$ cat src/design/emlk_pkg.sv
// emlk_pkg: shared types, widths and codes for the extent map lookup block.
// No dependencies; imported by emlk_cell and extent_map_lookup_top.
`default_nettype none
package emlk_pkg;

  localparam int EXTENT_SLOTS = 8;
  localparam int BLOCK_SHIFT  = 10;

  localparam int OFFSET_W = 48;
  localparam int BLOCK_W  = 40;
  localparam int LEN_W    = 24;
  localparam int BYTES_W  = LEN_W + BLOCK_SHIFT;  // 34
  localparam int LEFT_W   = BYTES_W + 1;          // 35
  localparam int STATUS_W = 2;

  localparam logic CMD_LOOKUP = 1'b0;
  localparam logic CMD_ADD    = 1'b1;

  localparam logic [STATUS_W-1:0] ST_OK       = 2'd0;
  localparam logic [STATUS_W-1:0] ST_UNMAPPED = 2'd1;
  localparam logic [STATUS_W-1:0] ST_FULL     = 2'd2;

  // Command beat as it walks down the row of cells.
  typedef struct packed {
    logic                valid;
    logic                cmd;
    logic                done;
    logic [STATUS_W-1:0] status;
    logic [OFFSET_W-1:0] offset;
    logic [BLOCK_W-1:0]  new_start;
    logic [LEN_W-1:0]    new_len;
    logic [OFFSET_W-1:0] total;      // bytes mapped by the cells passed so far
    logic [BLOCK_W-1:0]  found;
    logic [LEFT_W-1:0]   left;
    logic [BYTES_W-1:0]  off_in;
  } pkt_t;

endpackage
`default_nettype wire

$ cat src/design/extent_map_lookup_top.sv
// extent_map_lookup_top: extent table with add and byte-offset lookup.
// Depends on emlk_pkg and emlk_cell.
`default_nettype none
// Usage:
//   A command beat is taken on a rising edge where start is high and busy is
//   low. in_cmd selects lookup (map in_byte_offset) or add (store
//   in_start_block / in_extent_blocks in the first entry whose start is zero).
//   The command walks a row of EXTENT_SLOTS cells, one cell per cycle; each
//   cell holds one table entry and, on a lookup, adds its extent size to a
//   running total. Exactly one result beat per command shows on out_status,
//   out_found_block, out_bytes_left and out_offset_in_extent for one cycle
//   with out_valid high, registered as the walk leaves the last cell.
//   busy stays high from the accept edge until the walk leaves the last cell,
//   so a new command is not taken until the previous one has left the row.
//   The receiver cannot stall: each result beat lasts one cycle only.
//   Reset (rst_n low, synchronous) empties the table, drops any command in
//   flight and clears busy and out_valid.
module extent_map_lookup_top
  import emlk_pkg::*;
(
  input  wire logic                clk,
  input  wire logic                rst_n,
  input  wire logic                start,
  output      logic                busy,
  input  wire logic                in_cmd,
  input  wire logic [OFFSET_W-1:0] in_byte_offset,
  input  wire logic [BLOCK_W-1:0]  in_start_block,
  input  wire logic [LEN_W-1:0]    in_extent_blocks,
  output      logic                out_valid,
  output      logic [STATUS_W-1:0] out_status,
  output      logic [BLOCK_W-1:0]  out_found_block,
  output      logic [LEFT_W-1:0]   out_bytes_left,
  output      logic [BYTES_W-1:0]  out_offset_in_extent
);

  pkt_t chain [EXTENT_SLOTS+1];
  pkt_t last;

  logic busy_r, busy_nxt;
  logic out_valid_r;
  logic [STATUS_W-1:0] status_r, status_nxt;
  logic [BLOCK_W-1:0]  found_r;
  logic [LEFT_W-1:0]   left_r;
  logic [BYTES_W-1:0]  off_r;

  always_comb begin
    chain[0].valid     = start && !busy_r;
    chain[0].cmd       = in_cmd;
    chain[0].done      = 1'b0;
    chain[0].status    = ST_OK;
    chain[0].offset    = in_byte_offset;
    chain[0].new_start = in_start_block;
    chain[0].new_len   = in_extent_blocks;
    chain[0].total     = '0;
    chain[0].found     = '0;
    chain[0].left      = '0;
    chain[0].off_in    = '0;
  end

  for (genvar i = 0; i < EXTENT_SLOTS; i++) begin : g_cell
    emlk_cell u_cell (
      .clk     (clk),
      .rst_n   (rst_n),
      .pkt_in  (chain[i]),
      .pkt_out (chain[i+1])
    );
  end

  assign last = chain[EXTENT_SLOTS];

  always_comb begin
    busy_nxt = busy_r;
    if (chain[0].valid) begin
      busy_nxt = 1'b1;
    end else if (last.valid) begin
      busy_nxt = 1'b0;
    end
  end

  // A walk that falls off the end: add found no vacant entry, lookup ran out.
  always_comb begin
    if (last.done) begin
      status_nxt = last.status;
    end else if (last.cmd == CMD_ADD) begin
      status_nxt = ST_FULL;
    end else begin
      status_nxt = ST_UNMAPPED;
    end
  end

  always_ff @(posedge clk) begin
    if (!rst_n) begin
      busy_r      <= 1'b0;
      out_valid_r <= 1'b0;
    end else begin
      busy_r      <= busy_nxt;
      out_valid_r <= last.valid;
    end
  end

  always_ff @(posedge clk) begin
    status_r <= status_nxt;
    found_r  <= last.found;
    left_r   <= last.left;
    off_r    <= last.off_in;
  end

  assign busy                 = busy_r;
  assign out_valid            = out_valid_r;
  assign out_status           = status_r;
  assign out_found_block      = found_r;
  assign out_bytes_left       = left_r;
  assign out_offset_in_extent = off_r;

endmodule
`default_nettype wire

$ cat src/design/emlk_cell.sv
// emlk_cell: one extent table entry plus one stage of the command walk.
// Depends on emlk_pkg.
`default_nettype none
module emlk_cell
  import emlk_pkg::*;
(
  input  wire logic clk,
  input  wire logic rst_n,
  input  wire pkt_t pkt_in,
  output pkt_t      pkt_out
);

  logic [BLOCK_W-1:0] start_r, start_nxt;
  logic [LEN_W-1:0]   len_r, len_nxt;
  pkt_t               pkt_r, pkt_nxt;

  logic [BYTES_W-1:0]  bytes;
  logic [OFFSET_W:0]   sum;
  logic                active;

  assign bytes  = {len_r, {BLOCK_SHIFT{1'b0}}};
  assign sum    = {1'b0, pkt_in.total} + {{(OFFSET_W+1-BYTES_W){1'b0}}, bytes};
  assign active = pkt_in.valid && !pkt_in.done;

  always_comb begin
    pkt_nxt   = pkt_in;
    start_nxt = start_r;
    len_nxt   = len_r;
    if (active) begin
      if (pkt_in.cmd == CMD_ADD) begin
        if (start_r == '0) begin
          start_nxt      = pkt_in.new_start;
          len_nxt        = pkt_in.new_len;
          pkt_nxt.done   = 1'b1;
          pkt_nxt.status = ST_OK;
        end
      end else begin
        if (len_r == '0) begin
          pkt_nxt.done   = 1'b1;
          pkt_nxt.status = ST_UNMAPPED;
        end else if (sum > {1'b0, pkt_in.offset}) begin
          // total <= offset holds here, so both differences fit their fields
          pkt_nxt.done   = 1'b1;
          pkt_nxt.status = ST_OK;
          pkt_nxt.found  = start_r;
          pkt_nxt.left   = LEFT_W'(sum - {1'b0, pkt_in.offset});
          pkt_nxt.off_in = BYTES_W'(pkt_in.offset - pkt_in.total);
        end else begin
          pkt_nxt.total = sum[OFFSET_W-1:0];
        end
      end
    end
  end

  always_ff @(posedge clk) begin
    if (!rst_n) begin
      start_r     <= '0;
      len_r       <= '0;
      pkt_r.valid <= 1'b0;
    end else begin
      start_r     <= start_nxt;
      len_r       <= len_nxt;
      pkt_r.valid <= pkt_nxt.valid;
    end
    pkt_r.cmd       <= pkt_nxt.cmd;
    pkt_r.done      <= pkt_nxt.done;
    pkt_r.status    <= pkt_nxt.status;
    pkt_r.offset    <= pkt_nxt.offset;
    pkt_r.new_start <= pkt_nxt.new_start;
    pkt_r.new_len   <= pkt_nxt.new_len;
    pkt_r.total     <= pkt_nxt.total;
    pkt_r.found     <= pkt_nxt.found;
    pkt_r.left      <= pkt_nxt.left;
    pkt_r.off_in    <= pkt_nxt.off_in;
  end

  assign pkt_out = pkt_r;

endmodule
`default_nettype wire

$ cat config.mk
export PLATFORM = sky130hd
export DESIGN_NAME = extent_map_lookup_top
export DESIGN_NICKNAME = d
export VERILOG_FILES = /design/src/design/emlk_pkg.sv /design/src/design/extent_map_lookup_top.sv /design/src/design/emlk_cell.sv
export SDC_FILE = /design/constraint.sdc
export NUM_CORES = 2
export LEC_CHECK = 0
export ABC_AREA = 1
export BUFFER_PORTS_ARGS = -buffer_cell sky130_fd_sc_hd__buf_2
export CORE_MARGIN = 8
export CORE_UTILIZATION = 65
export CTS_BUF_LIST = sky130_fd_sc_hd__clkbuf_2
export DETAILED_ROUTE_END_ITERATION = 10
export HOLD_SLACK_MARGIN = 0.08
export PLACE_DENSITY_LB_ADDON = 0.05
export RECOVER_POWER = 25
export SYNTH_ARGS = -nofsm -noshare
export SYNTH_HDL_FRONTEND = slang
export SYNTH_SLANG_ARGS = --single-unit
$ cat constraint.sdc
create_clock -name clk -period 4.84 [get_ports clk]
set_input_delay 0.484 -clock clk [delete_from_list [all_inputs] [get_ports clk]]
set_output_delay 0.484 -clock clk [all_outputs]
set_load 0.01 [all_outputs]
==> out/qor.yml, run 1 <==
post_dp_cell_area_sq_um: 115000
syn_area_per_cell_sq_um: 7.61
rows: 151
place_inst: 16800
syn_area_sq_um: 111000
cts_sinks: 2493
gp_congestion: 1.16
grt_max_degree: 135
start_util_pct: 65.4
grtUsageTotal_pct: 52.2
overflow: 7
status: "did not finish"
h-tree-depth: 6
die_h_um: 429
yosys.area.top_type: "dfxtp_1"
ios: 229
yosys-top-cells-count: "nand2_1 (3066), dfxtp_1 (2493), inv_1 (2093), nor2_1 (1296), a21oi_1 (1149)"
yosysMostFrequentCell: "nand2_1"
synth.top_cell.area_share_pct: 45.1
grt_pass1_wl_mm: 722
synth_area_leaders: "dfxtp_1 (45%), nand2_1 (10%), inv_1 (7.1%), ha_1 (6.3%), a21oi_1 (5.2%)"
async_flop_share_pct: 0
synthCells: 14600
dp_hpwl_mm: 319
synth_nets: 15200
tool.error: "[ERROR GRT-0116] Global routing finished with congestion. Check the congestion regions in the DRC Viewer."
seq_area_frac_synth_pct: 45.1
yosys_warnings: 0
fp.dieW_um: 429
cts_buffers: 595
ys_ff_latch: 2493
synth_flop_cell: "dfxtp_1"
grt_pass1_vias: 114000
lastStage: "global routing (5_1_grt)"
cts_max_path_buffers: 4
yosysUniqueCellTypes: 56
port_buffers: 228
cts-root-buf: "clkbuf_2"
synth-edff-count: 0
==> through the flow <==
step                hold slack [ns]  TNS (ns)  worst slack, ns
floorplan                     0.310         0             1.12
global placement              0.311         0           0.0166
detailed placement            0.312    -0.199          -0.0533
CTS                          0.0828         0          0.00936
==> what timing repair did <==
action,in CTS
resized for setup,1
hold buffers,493
setup buffers,1
endpoints found under the setup margin,32
endpoints found under the hold margin,768
pin swaps,1
==> cells by family after synthesis <==
group / count (synthesis) / synth area share (%)
buffers and inverters: 2490 / 9.05
AND/OR/NAND/NOR: 5761 / 21.9
other: 1 / 0.00339
flip-flops: 2493 / 45.1
XOR/XNOR: 465 / 3.68
AO/OA/AOI/OAI: 2771 / 13.7
adder cells (fa/ha/maj): 571 / 6.55
==> per-layer routing <==
metal / GRT overflow / track usage (%)
met3: 0 / 26.5
met4: 2 / 50.9
met5: 0 / 14.9
met2: 3 / 73.2
met1: 2 / 54.7
==> run 2, diff against run 1 <==
Settings changed: CORE_UTILIZATION 65 to 40, CTS_BUF_LIST sky130_fd_sc_hd__clkbuf_2 to unset, HOLD_SLACK_MARGIN 0.08 to unset, PLACE_DENSITY_LB_ADDON 0.05 to 0.15.
==> run 2 against run 1 <==
The run now ends clean. Area after synthesis unchanged. Synthesized cell count unchanged.
==> out/qor.yml, run 2 <==
worst_setup_path_start_kind: "flip-flop"
slew_viol_final: 0
regArea_sq_um: 49900
grtUsageTotal_pct: 27.8
p_per_area_nw_per_um2: 414
area_growth_pct: 16.3
synth_nets: 15200  # unchanged
start_util_pct: 40.1  # was 65.4%
fin_crit_ns: 4.64
worst_hold_slack_ns: 0.206
worstMarginPinSlew_ns: 1.31
largest_reg_flops: 1869
yosysMostFrequentCell: "nand2_1"  # unchanged
clkTransAtPathRegs_ns: 0.06
p_seq_share_pct: 42.6
switching_share_pct: 30.1
yosys_warnings: 0  # unchanged
p_int_mw: 37.2
synthCells: 14600  # unchanged
slowest_stage: "dfxtp_1"
core_area_sq_um: 276000
synth.top_cell.area_share_pct: 45.1  # unchanged
finalSetupViolCount: 0
comb_power_share_pct: 16.7
drv_cap: 0
max_freq_ghz: 0.216
synth_flop_cell: "dfxtp_1"  # unchanged
grt_max_degree: 135
nNetsFinal: 15900
die-area_sq_um: 294000
cts_max_path_buffers: 4  # unchanged
hp-class: "input port to flip-flop"
yosys.area.top_type: "dfxtp_1"  # unchanged
layout_commonest_cell: "nand2_1"
syn_area_per_cell_sq_um: 7.61  # unchanged
criticalPathCategory: "flip-flop to flip-flop"
h-tree-depth: 5  # was 6
cpPeakStageDelay_ns: 0.41
gp_congestion: 1.02  # was 1.16
yosys-top-cells-count: "nand2_1 (3066), dfxtp_1 (2493), inv_1 (2093), nor2_1 (1296), a21oi_1 (1149)"  # unchanged
synth_area_leaders: "dfxtp_1 (45%), nand2_1 (10%), inv_1 (7.1%), ha_1 (6.3%), a21oi_1 (5.2%)"  # unchanged
drive_above_1_share_pct: 7.72
grt_pass1_wl_mm: 611
vdd_drop_max_mv: 0.495
ios: 229  # unchanged
seq_area_frac_synth_pct: 45.1  # unchanged
finalClockSkew_ns: 0.0546
syn_area_sq_um: 111000  # unchanged
cts-root-buf: "clkbuf_16"  # was clkbuf_2
vias: 95500
synth-edff-count: 0  # unchanged
required_ns: 5.62
cts_buffers: 274  # was 595
viasPerCell: 5.00
switchingPower_mw: 16.0
rows: 193  # was 151
cp_max_fo: 34
slew_headroom_pct: 12.2
overflow: 0
routed_wl_mm: 429
worstPathArrival_ns: 5.42
end_kind: "flip-flop"
power.leakage_nw: 59.4
wl_per_cell_um: 22.5
ant_nets: 0
antenna_found_initial: 6
fin_crit_sh_pct: 95.9
cts_tree: "built"
yosysUniqueCellTypes: 56  # unchanged
clock_latency_ns: 0.93
crit_path_cell_trace: "ha_1, fa_2, nand2_1, nand2_1, nand3b_1, nand2_1, a21oi_2, o21ai_0, xnor2_2, inv_1, ha_1, nand2_1, inv_1, a21oi_1, nand2_1, a21oi_1, buf_4, nand3_2, buf_4, nand4_4, buf_12, buf_12, nand2_1, o21ai_1"
drc: 0
port_buffers: 228  # unchanged
die_h_um: 542  # was 429 um
crit_path_frequent_cell: "nand2_1"
dr.first_iter.drc_count: 8298
fp.dieW_um: 542  # was 429 um
firstDrtPassIters: 9
grt_pass1_vias: 91800
clkPwrFrac_pct: 40.7
finalHoldViolations: 0
dp_hpwl_mm: 354  # was 319 mm
async_flop_share_pct: 0  # unchanged
final_cell_mix: "nand2_1 (3061), dfxtp_1 (2491), inv_1 (2090)"
status: "completed"  # was did not finish
final.setup.tns_ns: 0
ys_ff_latch: 2493  # unchanged
cts_sinks: 2493  # unchanged
multiInputGateArea_sq_um: 51100
n_fill_cell: 28100
==> run 2: cell counts after synthesis <==
Identical to the previous run, type by type.
==> run 2: stage by stage <==
stage,std cells,instance area (sq um),util (%),setup WS (ns),power [mW]
2_1_floorplan,14600,111000,-,1.12,28.1
3_3_place_gp,18500,118000,42.7,-0.284,31.9
3_5_place_dp,18500,118000,42.7,-0.168,31.9
4_1_cts,19100,129000,46.6,0.0242,53.6
5_1_grt,19100,129000,46.7,-0.0358,55.4
6_report,19100,129000,46.7,0.201,53.3
==> run 2: per-layer routing <==
metal,GRT usage (%),routed length (um),up-vias
met3,2.80,19400,973
met2,44.2,189000,3057
met4,18.3,33900,0
met5,0,0,-
li1,-,-,48200
met1,35.9,187000,43200
==> run 2: power by group through the flow <==
stage | clock network [mW] | logic (mW) | registers (mW)
floorplan | 0 | 5.74 | 22.3
global placement | 0 | 8.79 | 23.1
detailed placement | 0 | 8.74 | 23.1
CTS | 22.1 | 8.85 | 22.7
global route | 23.0 | 9.76 | 22.7
finish | 21.7 | 8.92 | 22.7
==> run 2: worst paths after layout <==
path,from,depth (start not counted),slack (ns),to
setup / recovery,g_cell[5].u_cell.pkt_out[119]$_DFF_P_,24,0.20,g_cell[6].u_cell.pkt_out[23]$_DFF_P_
hold / removal,in_start_block[34],2,0.21,g_cell[0].u_cell.pkt_out[215]$_DFF_P_
setup reg to reg,g_cell[5].u_cell.pkt_out[119]$_DFF_P_,24,0.20,g_cell[6].u_cell.pkt_out[23]$_DFF_P_
hold reg to reg,g_cell[7].u_cell.pkt_out[78]$_DFF_P_,0,0.30,out_found_block[9]$_DFF_P_
==> run 2: timing repair <==
item / CTS / global route
resized for setup: 5 / 40
hold endpoints to repair: 238 / 0
setup endpoints to repair: 87 / 393
pin swaps: 0 / 2
buffers inserted: 0 / 7
hold buffers: 114 / 0
gates cloned: 0 / 7
==> run 2: kinds of logic after synthesis <==
kind of cell	after synthesis	share of synthesized area, %
flops	2493	45.1
xor+xnor	465	3.68
fa+ha+maj	571	6.55
compound gates	2771	13.7
buf+inv	2490	9.05
simple gates	5761	21.9
other cells	1	0.00339
==> run 2: critical path, delay by kind of cell, from the launching register on <==
family          cells  cell delay (ns)
compound gates      5             0.86
simple gates        9             0.89
flops               1             0.41
fa+ha+maj           3             1.08
buf+inv             6             0.92
xor+xnor            1             0.30
==> run 2: layout make-up <==
class | count | share of cell area [%]
repair buffers | 729 | 4.49
diodes | 7 | 0.0136
flip-flops and latches | 2493 | 38.8
well taps | 3705 | 3.60
multi-input cells | 9571 | 39.6
clock inverters | 130 | 1.29
inverters | 2106 | 6.14
clock buffers | 365 | 6.05
Note: power is estimated with default switching activity, not from simulation.
